===== src/rtl/gtg_pkg.sv =====
// ----------------------------------------------------------------------------
// gtg_pkg
// Shared types and constants for the go-to-goal proportional controller:
// datapath widths, cell payload, arctangent table, register map.
// ----------------------------------------------------------------------------
package gtg_pkg;

   // default parameter values
   localparam int FRAC_BITS_DEF     = 10;
   localparam int CORDIC_STAGES_DEF = 14;

   // field widths
   localparam int POS_W   = 16;  // pose / target coordinates
   localparam int HD_W    = 13;  // heading
   localparam int GAIN_W  = 14;
   localparam int SPD_W   = 15;  // speed limit, linear speed, distance tolerance
   localparam int HTOL_W  = 13;
   localparam int TURN_W  = 14;

   // offset and distance datapath
   localparam int DXY_W   = POS_W + 1;     // target minus pose
   localparam int SQ_W    = 32;            // one square, always below 2^32
   localparam int RAD_W   = 34;            // sum of squares, padded to even width
   localparam int ROOT_W  = RAD_W / 2;     // one root bit per cell
   localparam int REM_W   = ROOT_W + 2;

   // CORDIC datapath
   localparam int GUARD_W    = 8;
   localparam int XY_W       = 28;
   localparam int Z_W        = 34;
   localparam int ATAN_DEPTH = 20;
   localparam logic signed [Z_W-1:0] QUARTER_TURN = 34'sd1073741824;

   // angle conversion and decision
   localparam int MAG_W  = 32;
   localparam int PROD_W = 64;
   localparam logic [MAG_W-1:0] TWO_PI_Q29 = 32'd3373259426;
   localparam int BMAG_W = 17;
   localparam int ERR_W  = 19;
   localparam int SPROD_W = GAIN_W + ROOT_W;
   localparam logic signed [ERR_W-1:0] TURN_MAX = 19'sd8191;

   // register map (word index)
   localparam int CSR_AW = 5;
   localparam logic [2:0] REG_TARGET_X    = 3'd0;
   localparam logic [2:0] REG_TARGET_Y    = 3'd1;
   localparam logic [2:0] REG_SPEED_GAIN  = 3'd2;
   localparam logic [2:0] REG_SPEED_LIMIT = 3'd3;
   localparam logic [2:0] REG_DIST_TOL    = 3'd4;
   localparam logic [2:0] REG_HEAD_TOL    = 3'd5;

   // register reset values
   localparam logic [POS_W-1:0]  TARGET_X_RST    = 16'd1024;
   localparam logic [POS_W-1:0]  TARGET_Y_RST    = 16'd1024;
   localparam logic [GAIN_W-1:0] SPEED_GAIN_RST  = 14'd1024;
   localparam logic [SPD_W-1:0]  SPEED_LIMIT_RST = 15'd3072;
   localparam logic [SPD_W-1:0]  DIST_TOL_RST    = 15'd102;
   localparam logic [HTOL_W-1:0] HEAD_TOL_RST    = 13'd205;

   // payload handed from cell to cell
   typedef struct packed {
      logic                    vld;
      logic [HD_W-1:0]         hd;
      logic [XY_W-1:0]         cx;
      logic [XY_W-1:0]         cy;
      logic [Z_W-1:0]          cz;
      logic [RAD_W-1:0]        rad;
      logic [REM_W-1:0]        rem;
      logic [ROOT_W-1:0]       root;
   } gtg_cell_type;

   // atan(2^-i) in binary angle units, 2^32 per turn
   function automatic logic [31:0] atan_bam(input int idx);
      logic [31:0] v;
      unique case (idx)
         0:  v = 32'h20000000;
         1:  v = 32'h12E4051E;
         2:  v = 32'h09FB385B;
         3:  v = 32'h051111D4;
         4:  v = 32'h028B0D43;
         5:  v = 32'h0145D7E1;
         6:  v = 32'h00A2F61E;
         7:  v = 32'h00517C55;
         8:  v = 32'h0028BE53;
         9:  v = 32'h00145F2F;
         10: v = 32'h000A2F98;
         11: v = 32'h000517CC;
         12: v = 32'h00028BE6;
         13: v = 32'h000145F3;
         14: v = 32'h0000A2FA;
         15: v = 32'h0000517D;
         16: v = 32'h000028BE;
         17: v = 32'h0000145F;
         18: v = 32'h00000A30;
         19: v = 32'h00000518;
         default: v = 32'h00000000;
      endcase
      return v;
   endfunction

endpackage


===== src/rtl/gtg_front.sv =====
// ----------------------------------------------------------------------------
// gtg_front
// Entry stages: offset to target, squares, quadrant pre-rotation, and the
// sum of squares that seeds the root. Emits the first cell payload.
// ----------------------------------------------------------------------------
module gtg_front (
   input  logic                           clock,
   input  logic                           reset,
   input  logic                           req_vld,
   input  logic [gtg_pkg::POS_W-1:0]      pose_x,
   input  logic [gtg_pkg::POS_W-1:0]      pose_y,
   input  logic [gtg_pkg::HD_W-1:0]       heading,
   input  logic [gtg_pkg::POS_W-1:0]      target_x,
   input  logic [gtg_pkg::POS_W-1:0]      target_y,
   output gtg_pkg::gtg_cell_type          cell_o
);
   import gtg_pkg::*;

   // stage 1: offset
   logic                    s1_vld_ff;
   logic signed [DXY_W-1:0] dx_ff, dy_ff, dx_in, dy_in;
   logic [HD_W-1:0]         s1_hd_ff;

   // stage 2: squares and pre-rotation
   logic                    s2_vld_ff;
   logic [SQ_W-1:0]         sqx_ff, sqy_ff;
   logic signed [2*DXY_W-1:0] sqx_full, sqy_full;
   logic [HD_W-1:0]         s2_hd_ff;
   logic [XY_W-1:0]         x_ff, y_ff, x_in, y_in;
   logic [Z_W-1:0]          z_ff, z_in;
   logic signed [XY_W-1:0]  gx, gy;

   // stage 3: sum of squares
   logic                    s3_vld_ff;
   logic [RAD_W-1:0]        rad_ff;
   logic [HD_W-1:0]         s3_hd_ff;
   logic [XY_W-1:0]         x3_ff, y3_ff;
   logic [Z_W-1:0]          z3_ff;

   assign dx_in = $signed({target_x[POS_W-1], target_x}) - $signed({pose_x[POS_W-1], pose_x});
   assign dy_in = $signed({target_y[POS_W-1], target_y}) - $signed({pose_y[POS_W-1], pose_y});

   always_ff @(posedge clock) begin
      dx_ff    <= dx_in;
      dy_ff    <= dy_in;
      s1_hd_ff <= heading;
      if (reset) s1_vld_ff <= 1'b0;
      else       s1_vld_ff <= req_vld;
   end

   // offsets with guard bits
   assign gx = {{(XY_W-DXY_W-GUARD_W){dx_ff[DXY_W-1]}}, dx_ff, {GUARD_W{1'b0}}};
   assign gy = {{(XY_W-DXY_W-GUARD_W){dy_ff[DXY_W-1]}}, dy_ff, {GUARD_W{1'b0}}};

   assign sqx_full = dx_ff * dx_ff;
   assign sqy_full = dy_ff * dy_ff;

   // left half plane: rotate by a quarter turn toward the x axis
   always_comb begin
      x_in = gx;
      y_in = gy;
      z_in = '0;
      if (dx_ff[DXY_W-1]) begin
         if (!dy_ff[DXY_W-1]) begin
            x_in = gy;
            y_in = -gx;
            z_in = QUARTER_TURN;
         end else begin
            x_in = -gy;
            y_in = gx;
            z_in = -QUARTER_TURN;
         end
      end
   end

   always_ff @(posedge clock) begin
      sqx_ff   <= sqx_full[SQ_W-1:0];
      sqy_ff   <= sqy_full[SQ_W-1:0];
      x_ff     <= x_in;
      y_ff     <= y_in;
      z_ff     <= z_in;
      s2_hd_ff <= s1_hd_ff;
      if (reset) s2_vld_ff <= 1'b0;
      else       s2_vld_ff <= s1_vld_ff;
   end

   always_ff @(posedge clock) begin
      rad_ff   <= RAD_W'(sqx_ff) + RAD_W'(sqy_ff);
      x3_ff    <= x_ff;
      y3_ff    <= y_ff;
      z3_ff    <= z_ff;
      s3_hd_ff <= s2_hd_ff;
      if (reset) s3_vld_ff <= 1'b0;
      else       s3_vld_ff <= s2_vld_ff;
   end

   always_comb begin
      cell_o      = '0;
      cell_o.vld  = s3_vld_ff;
      cell_o.hd   = s3_hd_ff;
      cell_o.cx   = x3_ff;
      cell_o.cy   = y3_ff;
      cell_o.cz   = z3_ff;
      cell_o.rad  = rad_ff;
   end

endmodule


===== config.mk =====
export PLATFORM = sky130hd
export DESIGN_NAME = gtg_front
export DESIGN_NICKNAME = d
export VERILOG_FILES = /design/src/rtl/gtg_pkg.sv /design/src/rtl/gtg_front.sv
export SDC_FILE = /design/constraint.sdc
export NUM_CORES = 2
export LEC_CHECK = 0
export BUFFER_PORTS_ARGS = -buffer_cell sky130_fd_sc_hd__buf_2
export CAP_MARGIN = 5
export CELL_PAD_IN_SITES_DETAIL_PLACEMENT = 1
export CELL_PAD_IN_SITES_GLOBAL_PLACEMENT = 1
export CORE_AREA = 2 2 221 332
export CTS_CLUSTER_DIAMETER = 40
export DETAILED_ROUTE_END_ITERATION = 6
export DIE_AREA = 0 0 223 334
export PLACE_DENSITY_LB_ADDON = 0.1
export SETUP_SLACK_MARGIN = 0.3
export SYNTH_ARGS = -nofsm -noshare
export SYNTH_HDL_FRONTEND = slang
export SYNTH_SLANG_ARGS = --single-unit

===== constraint.sdc =====
create_clock -name clock -period 7.8 [get_ports clock]
set_input_delay 1.17 -clock clock [delete_from_list [all_inputs] [get_ports clock]]
set_output_delay 1.17 -clock clock [all_outputs]
set_load 0.005 [all_outputs]

; Word level (Yosys, flattened, before mapping)
; Cells that the tools add are included.
[op_classes]
n_addsub = 5
n_mul = 2
n_mux = 5
n_bitwise = 1
reduce_logical = 2
[ops]
columns = cell, n
row1 = 17-bit by 17-bit multiplier with 32-bit output, 2
row2 = 28-bit two-way mux, 2
row3 = 25-bit negator with 28-bit output, 2
row4 = 24-bit two-way mux, 2
row5 = 34-bit two-way mux, 1
row6 = 16-bit by 16-bit subtractor with 17-bit output, 2
row7 = 32-bit by 32-bit adder with 33-bit output, 1
row8 = 2-bit AND reduction, 1
row9 = 2-bit OR reduction, 1
row10 = 1-bit inverter, 1
[word_totals]
ff_bits = 353
out_inout_bits = 174
wordCells = 34

; Logic depth before layout (Yosys ltp)
[logic_depth]
word_depth = 3
depth_mapped = 26
mapped_depth_nobuf = 24

; Worst setup path after synthesis
; No wires, ideal clock.
[synth_timing]
path_kind = reg-to-reg
start = register dy_ff[16]
end = register sqy_ff[30]
setup_time_ns = 0.072
t_arrival_ns = 6.721
required_time_ns = 7.728
path_slack_ns = 1.007
path_stages_with_launch = 25
n_path_buf = 4
synth_period_minus_slack_ns = 6.793
cell_sequence = dfxtp_1 clkbuf_1 clkbuf_1 buf_1 clkbuf_1 nand2_1 inv_1 fa_1 fa_1 fa_1 fa_1 fa_1 inv_1 fa_1 inv_1 ha_1 a21o_1 a21o_1 a21o_1 nor4_2 nor3_1 or3_1 a31o_1 a21oi_2 xnor2_1
[synth_between]
elab_chain_len = 1
[synth_lines]
columns = item, line
row1 = from (decl), gtg_front.sv:21  ; logic signed [DXY_W-1:0] dx_ff, dy_ff, dx_in, dy_in;
row2 = from (signal assigned), gtg_front.sv:45  ; dy_ff <= dy_in;
row3 = 17-bit by 17-bit multiplier with 32-bit output, gtg_front.sv:56  ; assign sqy_full = dy_ff * dy_ff;
row4 = via sqy_full[30], gtg_front.sv:27  ; logic signed [2*DXY_W-1:0] sqx_full, sqy_full;
row5 = to (signal assigned), gtg_front.sv:78  ; sqy_ff <= sqy_full[SQ_W-1:0];
row6 = to (decl), gtg_front.sv:26  ; logic [SQ_W-1:0] sqx_ff, sqy_ff;
; The timed path passes the listed nets, and every way through them passes these cells.
; A chain may end at the register's enable or synchronous reset.

; Worst setup path after layout
[layout_timing]
start = register dx_ff[8]
end = register sqx_ff[27]
[layout_between]
elab_chain_len = 1
[layout_lines]
columns = item, line
row1 = from (decl), gtg_front.sv:21
row2 = from (signal assigned), gtg_front.sv:44  ; dx_ff <= dx_in;
row3 = 17-bit by 17-bit multiplier with 32-bit output, gtg_front.sv:55  ; assign sqx_full = dx_ff * dx_ff;
row4 = via sqx_full[27], gtg_front.sv:27
row5 = to (signal assigned), gtg_front.sv:77  ; sqx_ff <= sqx_full[SQ_W-1:0];
row6 = to (decl), gtg_front.sv:26
; The timed path passes the listed nets, and every way through them passes these cells.

==> run summary <==
status - finished, final reports clean
Hold Crit Class - reg -> reg
total CTS buffers - 44
hpwl dp - 69.7 mm
Inst Count DP - 4,020
R2R Path End - sqx_ff[27]$_DFF_P_
Synth Area per Inst - 9.62 um2
Tcrit/Tclk final - 87.3%
Final Net Count - 3,978
mux cell area share after synthesis - 0.461%
Simple-Gate Fraction of Synth Area - 10.3%
number of global-route vias before repair - 23,500
H-tree level count - 2
fraction of final layout cells sized beyond drive strength 1 - 10.8%
Post-CTS Resized - 0
first-pass GRT wire length - 130 mm
final setup vio count - 0
number of port buffers - 170
count leader, synth - inv_1
Area Growth Syn to Fin - 11.8%
Post-Layout Cell Count - 4,105
routability cong. - 0.851
CP Data Required Time - 8.27 ns
Tot GR Track Use - 22.9%
Yosys cell types - 76
area of the multi-input gates - 20,100 um2
sequential element share of the synthesized area - 17.9%
clk_skew - 0.0315 ns
Post-Syn Area - 28,500 um2
maxcap violations - 0
f_max - 0.147 GHz
FFs w/ async S/R, synth - 0%
Max Fanout on Critical Path - 13
post-synthesis compound-gate area fraction - 6.86%
initial antenna violation count - 1
Post-DRT Antenna Nets - 0
Core Area - 71,900 um2
RR Startpoint - dx_ff[8]$_DFF_P_
Worst EP arrival - 7.28 ns
path depth of the worst reg2reg path - 23
post-synth top area cell - fa_1
Worst setup EP type - flop
Root Buffer - clkbuf_16
Worst-path clk slew - 0.05 ns
top_reg_cell synth - dfxtp_1
Final Hold Viols - 0
drt pass-1 iters - 5
Max-slew headroom - 35.8%
post-route minimum period - 6.81 ns
largest net degree at the start of global routing - 50
most frequent cells after synthesis - inv_1, fa_1, dfxtp_1
clk buf depth - 3
Clock Sinks - 255
number of synthesized flops with an enable pin - 0
GRT overflow - 0
synthesized instance count - 2,958
initial core utilization - 39.6%
startpoint types - flop
register area - 5110 um2
Adder-Cell Fraction of Synth Area - 46.7%
Final Util - 44.2%
top cells by area, synth - fa_1, dfxtp_1, ha_1
XOR/XNOR share of the synthesized area - 5.17%
num rows - 121
drt initial violations - 520
drt drc - 0
top cell type's share of synthesized area - 36.2%
cts hold-fix bufs - 0
post-CTS setup buffers - 0
fillcell total - 8,219
FF+latch count, synth - 255
slew at the pin closest to its max-slew limit - 0.961 ns
chip height - 334 um
type of the worst setup path - reg -> reg
RSZ-0062 raised after global routing - no
Worst Hold Launch - z_ff[30]$_SDFF_PN0_
worst skew pair latency - 0.61 ns
drt total wl - 81.9 mm
die area - 74,500 um2
Boundary Pins - 254
hold-critical path depth - 0
Die X - 223 um
Final TNS setup - 0 ns
WL/cell - 20.0 um
vias per cell - 4.85
Max Slew Vio Count - 0
Vias - 19,900
CTS tree - done
R2R setup slack - 0.99 ns
largest family of logic cells by synthesized area - adder cells
YS warnings - 0
hold path endpoint - z3_ff[30]$_DFF_P_
Fin Hold WS - 0.319 ns
cells by family (layout without fill, tap and decap cells):
logic type | count (synthesis) | after routing
buf+inv | 868 | 1005
mux | 12 | 12
flops | 255 | 255
simple gates | 606 | 606
xor+xnor | 168 | 168
compound gates | 294 | 294
fa+ha+maj | 754 | 754
other cells | 1 | 89
cell type report:
cell class                 count  share of cell area (%)
antenna                        3                  0.0236
clock buffer                  51                    3.73
clock inverter                31                    1.21
inverter                     704                    8.30
multi-input combinational   1920                    63.2
sequential                   255                    16.1
tap                          922                    3.63
timing repair buffer         219                    3.87
sequential cells by signal, summed over array words and instances, names as in the netlist:
| register | cells |
|---|---|
| dx_ff | 17 |
| dy_ff | 17 |
| rad_ff | 33 |
| s1_hd_ff | 13 |
| s1_vld_ff | 1 |
| s2_hd_ff | 13 |
| s2_vld_ff | 1 |
| s3_hd_ff | 13 |
| s3_vld_ff | 1 |
| sqx_ff | 31 |
| sqy_ff | 31 |
| x3_ff | 20 |
| x_ff | 20 |
| y3_ff | 20 |
| y_ff | 20 |
| z3_ff | 2 |
| z_ff | 2 |
critical path: stages, from the launching register on:
cell and delay (ns):
dfxtp_1 0.73, buf_4 0.27, nand2_1 0.10, fa_1 0.51
inv_1 0.06, fa_1 0.45, fa_1 0.55, inv_1 0.06
fa_1 0.52, inv_1 0.05, fa_1 0.47, inv_1 0.05
fa_1 0.48, inv_1 0.05, ha_1 0.32, a21o_1 0.19
a21oi_1 0.28, o21ai_0 0.17, a31oi_2 0.26, a31oi_1 0.22
a21oi_1 0.28, inv_1 0.09, a311o_1 0.38, xor2_1 0.14
routing by layer:
layer	global-route usage, %	wire, um
met1	25.0	31100
met2	45.0	45100
met3	2.37	2380
met4	8.87	3280
met5	0	0
through the flow:
| step | worst slack (ns) | area [um2] |
|---|---|---|
| after floorplan | 1.01 | 28800 |
| after global placement | 1.08 | 30200 |
| after detailed placement | 0.967 | 30200 |
| after CTS | 0.979 | 31800 |
| after global routing | 0.559 | 31800 |
| final | 0.994 | 31800 |
how the worst max path moves through the flow:
stage                      start            endpoint  slack, ns  depth (start not counted)
2_1_floorplan  dy_ff[16]$_DFF_P_  sqy_ff[30]$_DFF_P_       1.01                         24
3_5_place_dp    dy_ff[7]$_DFF_P_  sqy_ff[30]$_DFF_P_       0.97                         22
5_1_grt         dx_ff[8]$_DFF_P_  sqx_ff[31]$_DFF_P_       0.56                         23
6_report        dx_ff[8]$_DFF_P_  sqx_ff[27]$_DFF_P_       0.99                         23
4_1_cts         dx_ff[8]$_DFF_P_  sqx_ff[27]$_DFF_P_       0.98                         23
3_3_place_gp    dx_ff[8]$_DFF_P_  sqx_ff[27]$_DFF_P_       1.08                         23
cell usage in the layout, fill, tap and decap left out, types with 7 or more instances in the layout:
cell / n
inv_8: 7
nor3_1: 30
fa_1: 515
buf_2: 170
xnor2_1: 135
ha_1: 239
o21bai_1: 8
o21ai_0: 52
clkbuf_16: 44
a31o_2: 7
mux2_2: 9
nand2_1: 213
nor2_1: 131
xor2_1: 33
a21oi_1: 95
dfxtp_1: 253
buf_4: 48
and2_1: 102
nand3_1: 16
o21a_1: 18
inv_1: 697
a211oi_1: 9
conb_1: 86
and3_1: 12
clkinv_1: 7
clkinv_8: 8
a21o_1: 33
a31oi_1: 9
or3_1: 14
nand2b_1: 12
nor2b_1: 44
Power is left out: the tool's default activity adds up to more than one toggle a clock period on the data nets, which glitch-free logic cannot reach.
