`config.mk`:
```
export PLATFORM = sky130hd
export DESIGN_NAME = gtg_cell
export DESIGN_NICKNAME = d
export VERILOG_FILES = /design/src/rtl/gtg_pkg.sv /design/src/rtl/gtg_cell.sv
export SDC_FILE = /design/constraint.sdc
export NUM_CORES = 1
export LEC_CHECK = 0
export ABC_AREA = 1
export BUFFER_PORTS_ARGS = -buffer_cell sky130_fd_sc_hd__buf_2
export CAP_MARGIN = 20
export CORE_UTILIZATION = 40
export CTS_CLUSTER_DIAMETER = 150
export DETAILED_ROUTE_END_ITERATION = 7
export PLACE_DENSITY = 0.6
export SKIP_CTS_REPAIR_TIMING = 1
export SLEW_MARGIN = 10
export SYNTH_ARGS = -nofsm -noshare
export SYNTH_HDL_FRONTEND = slang
export SYNTH_SLANG_ARGS = --single-unit
```
`constraint.sdc`:
```
create_clock -name clock -period 3.15 [get_ports clock]
set_input_delay 0.63 -clock clock [delete_from_list [all_inputs] [get_ports clock]]
set_output_delay 0.63 -clock clock [all_outputs]
set_load 0.02 [all_outputs]
```
`src/rtl/gtg_pkg.sv`:
```
// ----------------------------------------------------------------------------
// gtg_pkg
// Shared types and constants for the go-to-goal proportional controller:
// datapath widths, cell payload, arctangent table, register map.
// ----------------------------------------------------------------------------
package gtg_pkg;

   // default parameter values
   localparam int FRAC_BITS_DEF     = 10;
   localparam int CORDIC_STAGES_DEF = 14;

   // field widths
   localparam int POS_W   = 16;  // pose / target coordinates
   localparam int HD_W    = 13;  // heading
   localparam int GAIN_W  = 14;
   localparam int SPD_W   = 15;  // speed limit, linear speed, distance tolerance
   localparam int HTOL_W  = 13;
   localparam int TURN_W  = 14;

   // offset and distance datapath
   localparam int DXY_W   = POS_W + 1;     // target minus pose
   localparam int SQ_W    = 32;            // one square, always below 2^32
   localparam int RAD_W   = 34;            // sum of squares, padded to even width
   localparam int ROOT_W  = RAD_W / 2;     // one root bit per cell
   localparam int REM_W   = ROOT_W + 2;

   // CORDIC datapath
   localparam int GUARD_W    = 8;
   localparam int XY_W       = 28;
   localparam int Z_W        = 34;
   localparam int ATAN_DEPTH = 20;
   localparam logic signed [Z_W-1:0] QUARTER_TURN = 34'sd1073741824;

   // angle conversion and decision
   localparam int MAG_W  = 32;
   localparam int PROD_W = 64;
   localparam logic [MAG_W-1:0] TWO_PI_Q29 = 32'd3373259426;
   localparam int BMAG_W = 17;
   localparam int ERR_W  = 19;
   localparam int SPROD_W = GAIN_W + ROOT_W;
   localparam logic signed [ERR_W-1:0] TURN_MAX = 19'sd8191;

   // register map (word index)
   localparam int CSR_AW = 5;
   localparam logic [2:0] REG_TARGET_X    = 3'd0;
   localparam logic [2:0] REG_TARGET_Y    = 3'd1;
   localparam logic [2:0] REG_SPEED_GAIN  = 3'd2;
   localparam logic [2:0] REG_SPEED_LIMIT = 3'd3;
   localparam logic [2:0] REG_DIST_TOL    = 3'd4;
   localparam logic [2:0] REG_HEAD_TOL    = 3'd5;

   // register reset values
   localparam logic [POS_W-1:0]  TARGET_X_RST    = 16'd1024;
   localparam logic [POS_W-1:0]  TARGET_Y_RST    = 16'd1024;
   localparam logic [GAIN_W-1:0] SPEED_GAIN_RST  = 14'd1024;
   localparam logic [SPD_W-1:0]  SPEED_LIMIT_RST = 15'd3072;
   localparam logic [SPD_W-1:0]  DIST_TOL_RST    = 15'd102;
   localparam logic [HTOL_W-1:0] HEAD_TOL_RST    = 13'd205;

   // payload handed from cell to cell
   typedef struct packed {
      logic                    vld;
      logic [HD_W-1:0]         hd;
      logic [XY_W-1:0]         cx;
      logic [XY_W-1:0]         cy;
      logic [Z_W-1:0]          cz;
      logic [RAD_W-1:0]        rad;
      logic [REM_W-1:0]        rem;
      logic [ROOT_W-1:0]       root;
   } gtg_cell_type;

   // atan(2^-i) in binary angle units, 2^32 per turn
   function automatic logic [31:0] atan_bam(input int idx);
      logic [31:0] v;
      unique case (idx)
         0:  v = 32'h20000000;
         1:  v = 32'h12E4051E;
         2:  v = 32'h09FB385B;
         3:  v = 32'h051111D4;
         4:  v = 32'h028B0D43;
         5:  v = 32'h0145D7E1;
         6:  v = 32'h00A2F61E;
         7:  v = 32'h00517C55;
         8:  v = 32'h0028BE53;
         9:  v = 32'h00145F2F;
         10: v = 32'h000A2F98;
         11: v = 32'h000517CC;
         12: v = 32'h00028BE6;
         13: v = 32'h000145F3;
         14: v = 32'h0000A2FA;
         15: v = 32'h0000517D;
         16: v = 32'h000028BE;
         17: v = 32'h0000145F;
         18: v = 32'h00000A30;
         19: v = 32'h00000518;
         default: v = 32'h00000000;
      endcase
      return v;
   endfunction

endpackage

```
`src/rtl/gtg_cell.sv`:
```
// ----------------------------------------------------------------------------
// gtg_cell
// One cell of the chain: at most one CORDIC vectoring rotation and at most one root digit,
// registered and handed to the next cell.
// ----------------------------------------------------------------------------
module gtg_cell #(
   parameter int IDX           = 0,
   parameter int CORDIC_STAGES = gtg_pkg::CORDIC_STAGES_DEF
) (
   input  logic                  clock,
   input  logic                  reset,
   input  gtg_pkg::gtg_cell_type cell_i,
   output gtg_pkg::gtg_cell_type cell_o
);
   import gtg_pkg::*;

   localparam bit DO_ROT  = (IDX < CORDIC_STAGES) && (IDX < ATAN_DEPTH);
   localparam bit DO_ROOT = (IDX < ROOT_W);
   localparam logic [Z_W-1:0] ATAN_Z = {{(Z_W-32){1'b0}}, atan_bam(IDX)};

   gtg_cell_type cell_ff, cell_in;

   always_comb begin
      logic signed [XY_W-1:0] xs, ys;
      logic [REM_W+1:0]       rem_t, trial, diff;

      cell_in = cell_i;
      xs      = $signed(cell_i.cx) >>> IDX;
      ys      = $signed(cell_i.cy) >>> IDX;
      rem_t   = {cell_i.rem, cell_i.rad[RAD_W-1 -: 2]};
      trial   = {{(REM_W-ROOT_W){1'b0}}, cell_i.root, 2'b01};
      diff    = rem_t - trial;

      // rotate toward y = 0
      if (DO_ROT) begin
         if (!cell_i.cy[XY_W-1]) begin
            cell_in.cx = cell_i.cx + ys;
            cell_in.cy = cell_i.cy - xs;
            cell_in.cz = cell_i.cz + ATAN_Z;
         end else begin
            cell_in.cx = cell_i.cx - ys;
            cell_in.cy = cell_i.cy + xs;
            cell_in.cz = cell_i.cz - ATAN_Z;
         end
      end

      // restoring square root, one digit
      if (DO_ROOT) begin
         cell_in.rad = {cell_i.rad[RAD_W-3:0], 2'b00};
         if (rem_t >= trial) begin
            cell_in.rem  = diff[REM_W-1:0];
            cell_in.root = {cell_i.root[ROOT_W-2:0], 1'b1};
         end else begin
            cell_in.rem  = rem_t[REM_W-1:0];
            cell_in.root = {cell_i.root[ROOT_W-2:0], 1'b0};
         end
      end
   end

   // cell register; reset empties the cell
   always_ff @(posedge clock) begin
      if (reset) cell_ff <= '0;
      else       cell_ff <= cell_in;
   end

   assign cell_o = cell_ff;

endmodule

```
# After elaboration in Yosys (flattened, before gate mapping)
# Cells that the tools add are included.
# totals
regBits	174
inputBits	176
output_inout_bits	174
word_cells	18
# op_classes
add_sub_neg	6
n_lt_le_gt_ge	1
mux	2
# op_table
operator	count
$mux 90	1
$sub 28x28->28	2
$mux 36	1
$add 34x30->34 const B	1
$sub 34x30->34 const B	1
$add 28x28->28	1
$ge 21x19->1	1
$sub 19x19->19	1

# Logic depth before layout (Yosys ltp)
# Gate-level depths: netlist of the first run.
# logic_depth
ltp_word	2
ltp_mapped	17
ltp_nobuf	16

# Least setup slack after synthesis of the first run
# Ideal clock, no wire load.
# synth_timing
path_kind	input to register
startpoint	input port cell_i[4] (netlist name)
endpoint	register cell_ff (netlist bit cell_o[25])
setup_ns	0.116
t_arrival_ns	2.000
t_required_ns	3.034
path_slack_ns	1.035
cell_stages	11
path_buffers	1
cell_sequence	inv_1 ha_1 a21oi_1 o21bai_1 a21oi_1 nand2_1 nand2_1 nand2_4 buf_6 o21ai_0 nor2_1
# synth_via
elab_chain_len	2
word_cells_on_any_way	3
cone_classes	add/sub: 1; order compare: 1; mux: 1
# synth_rtl
element	line_no	text
from (decl)	gtg_cell.sv:12	input gtg_pkg::gtg_cell_type cell_i,
$sub 19x19->19 or $ge 21x19->1 (tied branches)	gtg_cell.sv:32, gtg_cell.sv:50	
$mux 36 (*)	gtg_cell.sv:50	if (rem_t >= trial) begin
to (signal assigned)	gtg_cell.sv:63	else cell_ff <= cell_in;
to (decl)	gtg_cell.sv:21	gtg_cell_type cell_ff, cell_in;
# Mark *: on every way between the ends. The rest lies on a longest branch, timed or not.
# A chain may end at the register's enable or synchronous reset.

# Worst setup path after layout of the first run
# layout_timing
startpoint	input port cell_i[119] (netlist name)
endpoint	register cell_ff (netlist bit cell_o[156])
# layout_via
elab_chain_len	2
word_cells_on_any_way	3
cone_classes	add/sub: 2; mux: 1
# layout_rtl
element	line_no	text
$add 28x28->28 or $sub 28x28->28 (tied branches)	gtg_cell.sv:37, gtg_cell.sv:41	
$mux 90 (*)	gtg_cell.sv:36	if (!cell_i.cy[XY_W-1]) begin
# Marks and branches as above.

==> metrics.md, run 1 <==
| Metric | Value |
|---|---|
| Status | finished clean |
| Ys async rst share | 0% |
| DP Area | 14200 µm² |
| Row cnt | 63 |
| Commonest non-fill, non-tap cell in the layout | nand2_1 |
| Setup TNS | 0 ps |
| Final hold violation count | 0 |
| Dpl hpwl | 35900 µm |
| Non-Filler Instances | 2683 |
| DRT antenna net count | 0 |
| DRT Pass-1 Iters | 5 |
| Part of the cycle the worst path needs | between 70% and 80% |
| Placed insts | 2650 |
| Dpl ws | between 200 and 300 ps |
| Die area | 31300 µm² |
| CTS tree | done |
| Max-Cap Viols | 0 |
| Sw Pwr | 0.00264 W |
| Cell area after layout | 14800 µm² |
| Core ar. | 29900 µm² |
| Initial antenna violation count | 1 |
| Clock Sinks | ~170 |
| Post-synthesis cell type count | 41 |
| Layout cells sized above 1 | 18.5% |
| WP data required | 3510 ps |
| Reg area | between 3000 and 4000 µm² |
| Filler instances | 3212 |
| Relative slew slack | 39.2% |
| Multi-input gate area | 7120 µm² |
| Via density | 4.84 |
| Vias | 13000 |
| Cells after Synth | 1965 |
| Post-DR wirelength/cell | around 16 µm |
| Clk network pwr share | 31.7% |
| IO Port Bufs | ~350 |
| Top-area cell type share of the netlist area | 27.9% |
| Post-Synthesis Cell Area | 12200 µm² |
| Synth warnings | 0 |
| Ports | 350 |
| Crit path kind | in2reg |
| Synth area leaders | dfxtp_1 (28%), nand2_1 (15%), ha_1 (11%), inv_1 (11%), nor2_1 (9.2%) |
| Ys flop type | dfxtp_1 |
| Max clock buf depth | 2 |
| CP Capture Type | register |
| Num CTS Buffers | 17 |
| Max Transition Viols Final | 0 |
| Clk root buf | clkbuf_16 |
| Nature of the critical path startpoint | primary input |
| # nets final | 2571 |
| Power Total | 0.00675 W |
| Most frequent cells in the layout | nand2_1 (505), inv_1 (357), buf_2 (346) |
| Global-route wire length before repair | 66000 µm |
| Starting Density | 41.0% |
| Total track usage | 27.5% |
| Die height | 177 µm |
| Hold crit path type | in2reg |
| Final setup viols | 0 |
| Initial DRC Count | just over 700 |
| Maximum VDD drop | approximately 0.00036 V |
| Drt drc | 0 |
| WL final | 44000 µm |
| Logic pwr share | 32.8% |
| CP Data Arrival Time | about 2800 ps |
| Clock H-tree levels | 4 |
| Sequential area share after synthesis | 27.9% |
| Largest register FFs | 171 |
| Yosys reg bits | 171 |
| Pint | 0.00411 W |
| Reg clk slew, reported paths | about 80 ps |
| F_max | 0.408 GHz |
| Power per cell area | roughly 460 nW/µm² |
| Unrepaired setup endpoints after global routing | no |
| Flop pwr share | 35.5% |
| Min-Delay Path Depth | 3 |
| Switching Share | 39.1% |
| Avg Cell Area, Syn | 6.23 µm² |
| Post-synth EDFFs | 0 |
| Area growth syn-to-layout | 20.7% |
| Slew @ Worst Pin | roughly 900 ps |
| End point of the critical path | cell_o[156] |
| CP startpoint | cell_i[119] |
| Largest net degree at the start of global routing | 90 |
| Post-route minimum period | 2450 ps |
| Vias in the first global route | 12400 |
| Final GP Congestion | just over 1 |
| Leakage power | just under 9 nW |
| Die Span X | 177 µm |
| Yosys top cell by area | dfxtp_1 |
| CP Max Fanout | 9 |
| Overflow after GRT | 0 |
| Setup ws final | roughly 700 ps |
synthesized netlist by cell type, types with 2 or more instances:
master    number
inv_1        358
fa_1           4
o21ai_0       62
buf_2         18
nand4_1       38
o21bai_1      26
a21o_1         3
nand2_2        5
nand3_2        5
buf_4         14
buf_1          6
nand3b_1       3
nor3_2         5
clkbuf_1      18
nand2_1      505
dfxtp_1      171
nor2_1       299
inv_2          9
ha_1         112
a31oi_1        2
nor2_2         6
nor3_1         5
a211oi_1       2
a21oi_2        3
o21ai_1        5
buf_6          4
xor2_1        36
a21oi_1      120
nand3_1      109
power groups by stage:
stage                     clock [W]  sequential (W)  combinational [W]
after floorplan                   0         0.00268            0.00121
after CTS                   0.00217         0.00240            0.00220
after global routing        0.00227         0.00241            0.00244
after global placement            0         0.00245            0.00217
final                       0.00214         0.00240            0.00221
after detailed placement          0         0.00245            0.00218
critical path, stage by stage:
cell     delay (ps)
buf_2           100
inv_1            60
ha_1            620
nand2_2         190
nor2_1          180
inv_1           100
o21ai_0         350
nand2_1         160
nand3_1         110
nand2_1          50
nand3_1          60
nand2_1          60
nor2_1          150
metal layers:
layer / up-vias / part of all wire, % / global-route usage (%)
met4: 0 / 2.7 / 9.73
met3: 62 / 5.9 / 3.78
met1: 5861 / 43 / 33.3
li1: 6637 / - / -
met2: 434 / 48 / 49.2
met5: - / 0 / 0
worst min path at each step:
stage,from,endpoint,slack (ps)
after global placement,cell_i[172],cell_o[172],830
after detailed placement,cell_i[99],cell_o[99],830
final,cell_i[49],cell_o[51],380
after global routing,cell_i[49],cell_o[51],370
after CTS,cell_i[99],cell_o[99],360
after floorplan,cell_i[99],cell_o[99],700
logic make-up (layout without fill, tap and decap cells):
logic type,count (synthesis),count (layout),synth area share [%]
other,1,3,0.0306
adders and majority gates,116,116,12.1
buffers and inverters,428,754,14.0
and+or+nand+nor,985,985,33.1
xor gates and xnor gates,38,38,2.78
DFF,171,171,27.9
AOI/OAI and AO/OA,226,226,10.0
per-stage QoR:
stage               util, %  hold slack (ps)
floorplan                 -              702
global placement       47.5              829
detailed placement     47.5              833
CTS                    49.5              363
global route           49.5              367
finish                 49.5              378
layout make-up:
class	count	area share (%)
clock buffers	17	2.88
well taps	390	3.30
repair buffers	354	12.1
inverters	368	9.34
multi-input cells	1367	48.1
clock inverters	15	1.07
flip-flops and latches	171	23.1
diodes	1	0.0169
(Power assumes the default switching activity.)
==> run 2, diff against run 1 <==
- clock period: 3.15 -> 2.48 ns (I/O delays scaled with it)
==> metrics.md, run 2 (synthesis gave the netlist of run 1 again) <==
| Metric | Value |
|---|---|
| DRT Pass-1 Iters | 8 |
| Vias | 13400 |
| Final setup viols | 0 |
| Clock H-tree levels | 4 |
| CP Capture Type | register |
| Max clock buf depth | 2 |
| Failing checks | DRC |
| Nature of the critical path startpoint | primary input |
| Die height | 177 µm |
| F_max | ~0.45 GHz |
| Unrepaired setup endpoints after global routing | no |
| Max-Cap Viols | 0 |
| Slew @ Worst Pin | 632 ps |
| WL final | 44200 µm |
| Multi-input gate area | approximately 7100 µm² |
| Largest register FFs | 171 |
| Overflow after GRT | 0 |
| Part of the cycle the worst path needs | between 90% and 100% |
| Setup TNS | 0 ps |
| Power Total | 0.00893 W |
| Initial DRC Count | 832 |
| Layout cells sized above 1 | 22.3% |
| DRT antenna net count | 0 |
| Via density | just under 5 |
| Status | complete, but fails checks |
| Post-route minimum period | between 2000 and 2500 ps |
| Initial antenna violation count | 0 |
| Dpl hpwl | 36800 µm |
| Clock Sinks | approximately 170 |
| Largest net degree at the start of global routing | approximately 110 |
| Area growth syn-to-layout | 28.4% |
| CTS tree | done |
| Ports | 350 |
| Final GP Congestion | between 0.9 and 1 |
| CP Cell Sequence | buf_2 -> inv_1 -> ha_1 -> nor2_1 -> nand2_1 -> nor3_1 -> buf_4 -> nand3_1 -> nand3_1 -> nand2_1 -> nand2_1 -> nor2_1 -> nor2_1 |
| CP Data Arrival Time | 2610 ps |
| Commonest non-fill, non-tap cell in the layout | nand2_1 |
| Filler instances | approximately 3100 |
| Final hold violation count | 0 |
| Core ar. | 29900 µm² |
| Slowest stage cell, crit path | ha_1 |
| Max Transition Viols Final | 0 |
| Relative slew slack | 57.9% |
| Row cnt | 63 |
| Finished Core Util | 52.7% |
| Crit path kind | in2reg |
| # nets final | approximately 2700 |
| Maximum VDD drop | 0.000487 V |
| Reg area | 3420 µm² |
| Most frequent cells in the layout | nand2_1 (505), inv_1 (357), buf_2 (346) |
| Leakage power | 9.28 nW |
| CP Max Fanout | 7 |
| Vias in the first global route | 12600 |
| Global-route wire length before repair | 67000 µm |
| IO Port Bufs | about 350 |
| Crit-path max cell delay | approximately 450 ps |
| Clk root buf | clkbuf_16 |
| Hold crit path type | in2reg |
| Dpl ws | -169 ps |
| Setup ws final | 244 ps |
| Antenna Cells | 0 |
| Power per cell area | 568 nW/µm² |
| Num CTS Buffers | 17 |
| Die area | 31300 µm² |
| Post-DR wirelength/cell | 15.8 µm |
| Die Span X | 177 µm |
| Total track usage | 27.8% |
| Reg clk slew, reported paths | 80 ps |
| Drt drc | 1 |
| WP data required | 2850 ps |
| Starting Density | around two fifths |
-- run 2: cell types whose count changed in the layout (fill, tap and decap cells not counted) --
cell	change
inv_6	-4
clkinvlp_4	-3
buf_4	+110
diode_2	-1
inv_8	+4
clkinv_2	-1
buf_12	+4
bufinv_16	+1
clkinv_4	+3
-- run 2: final cells by class --
| cell class | count | share of cell area, % |
|---|---|---|
| Multi-Input combinational cell | 1367 | 45.2 |
| Clock buffer | 17 | 2.70 |
| Clock inverter | 15 | 1.26 |
| Sequential cell | 171 | 21.8 |
| Tap cell | 390 | 3.10 |
| Inverter | 368 | 8.78 |
| Timing Repair Buffer | 468 | 17.1 |
-- run 2: critical path: cells and delay by family --
family	cells	cell delay (ps)
and+or+nand+nor	9	1300
adders and majority gates	1	450
buffers and inverters	3	340
-- run 2: power breakdown --
group	switching (W)	internal (W)
Sequential	0.0000701	0.00298
Combinational	0.00195	0.00109
Clock	0.00137	0.00147
Total	0.00339	0.00554
-- run 2: metal layers --
layer / wire length, µm / GRT usage (%) / vias to the layer above
met5: 0 / 0 / -
met4: 1490 / 10.6 / 0
met3: 2720 / 3.63 / 70
met2: 21100 / 48.9 / 483
met1: 18800 / 34.1 / 6010
li1: - / - / 6873
-- run 2: stage by stage --
stage | hold WS, ps | instance area [µm²] | instances
floorplan | 568 | 12300 | 1966
global placement | 694 | 15100 | 2764
finish | 247 | 15700 | 2796
global route | 239 | 15700 | 2796
CTS | 234 | 15700 | 2796
detailed placement | 699 | 15100 | 2764
-- run 2: final timing paths --
path | end | slack, ps | start | cells after the start
setup / recovery | cell_o[125] | 240 | cell_i[119] | 13
hold / removal | cell_o[51] | 250 | cell_i[49] | 3
==> run 3, diff against run 2 <==
- clock period: 2.48 -> 2.1 ns (I/O delays scaled with it)
==> metrics.md, run 3 (synthesis gave the netlist of run 1 again) <==
| Metric | Value |
|---|---|
| Row cnt | 63 |
| Max Transition Viols Final | 0 |
| Layout cells sized above 1 | 27.9% |
| Vias | roughly 14000 |
| CTS tree | done |
| CP Cell Sequence | buf_2 -> inv_1 -> ha_1 -> nand2_1 -> nor2_1 -> buf_4 -> inv_1 -> o21ai_0 -> or2_1 -> o21ai_0 -> a21oi_1 -> nor2_1 |
| Reg area | 3420 µm² |
| DRT antenna net count | 0 |
| Drt drc | 0 |
| Ports | 350 |
| CP Data Arrival Time | 2300 ps |
| Critical path's top delay family | simple AND/OR/NAND/NOR gates |
| IO Port Bufs | 347 |
| Via density | roughly 4.7 |
| WP data required | 2450 ps |
| Status | finished clean |
| # nets final | 2858 |
| Final setup viols | 0 |
| Num CTS Buffers | 17 |
| Clock H-tree levels | 4 |
| F_max | about 0.5 GHz |
| Max clock buf depth | 2 |
| Worst Path Buf+Inv | 4 |
| Commonest non-fill, non-tap cell in the layout | nand2_1 |
| Initial antenna violation count | 0 |
| Part of the cycle the worst path needs | between 90% and 100% |
| Relative slew slack | roughly 58% |
| Multi-input gate area | slightly above 7000 µm² |
| CP Capture Type | register |
| Filler instances | between 3000 and 4000 |
| Max-Cap Viols | 0 |
| WHS | 157 ps |
| Die Span X | 177 µm |
| Crit path kind | in2reg |
| CP Max Fanout | 7 |
| Post-route minimum period | 1950 ps |
| Slowest stage cell, crit path | ha_1 |
| Starting Density | 41.0% |
| Core ar. | 29900 µm² |
| Power Total | 0.0109 W |
| Final GP Congestion | 0.943 |
| Hold crit path type | in2reg |
| Leakage power | 10.1 nW |
| Die area | around 31000 µm² |
| Overflow after GRT | 0 |
| Vias in the first global route | 13400 |
| Unrepaired setup endpoints after global routing | no |
| Power per cell area | 638 nW/µm² |
| Largest net degree at the start of global routing | ~110 |
| WL final | 45700 µm |
| Clk root buf | clkbuf_16 |
| Antenna Cells | 0 |
| Largest register FFs | 171 |
| Slew @ Worst Pin | 635 ps |
| Most frequent cells in the layout | nand2_1 (505), inv_1 (357), buf_2 (346) |
| Nature of the critical path startpoint | primary input |
| Die height | 177 µm |
| Initial DRC Count | 818 |
| Reg clk slew, reported paths | 80 ps |
| Crit-path max cell delay | about 460 ps |
| Final hold violation count | 0 |
| Total track usage | 28.9% |
| DRT Pass-1 Iters | 5 |
| Global-route wire length before repair | about 70000 µm |
| Area growth syn-to-layout | 39.3% |
| Finished Core Util | 57.1% |
| Post-DR wirelength/cell | 15.4 µm |
| Clock Sinks | between 150 and 200 |
| Dpl hpwl | 38100 µm |
| Maximum VDD drop | 0.000557 V |
## run 3: metrics by stage
step	instances	setup WS [ps]	instance area (µm²)	setup TNS, ps
2_1_floorplan	1966	195	12300	0
3_3_place_gp	2937	-303	16400	-11970
3_5_place_dp	2937	-290	16400	-13110
4_1_cts	2969	178	17000	0
5_1_grt	2969	4.34	17100	0
6_report	2969	151	17100	0
## run 3: cell type report
class | count | share of cell area [%]
flip-flops and latches | 171 | 20.1
clock inverters | 15 | 1.10
multi-input cells | 1367 | 41.9
well taps | 390 | 2.86
clock buffers | 17 | 2.49
repair buffers | 641 | 23.5
inverters | 368 | 8.10
## run 3: final timing paths
path	start	endpoint	slack (ps)	cells after the start
max	cell_i[113]	cell_o[116]	150	12
min	cell_i[99]	cell_o[99]	160	2
## run 3: per-layer routing
layer / up-vias / track usage, % / share of wire, %
met4: 0 / 10.9 / 3.1
met1: 6340 / 35.7 / 44
li1: 7217 / - / -
met3: 68 / 3.31 / 5.3
met5: - / 0 / 0
met2: 398 / 50.8 / 48
## run 3: where the power goes
part	internal, W	switching (W)
Sequential	0.00352	0.0000785
Combinational	0.00161	0.00239
Clock	0.00163	0.00166
Total	0.00675	0.00412
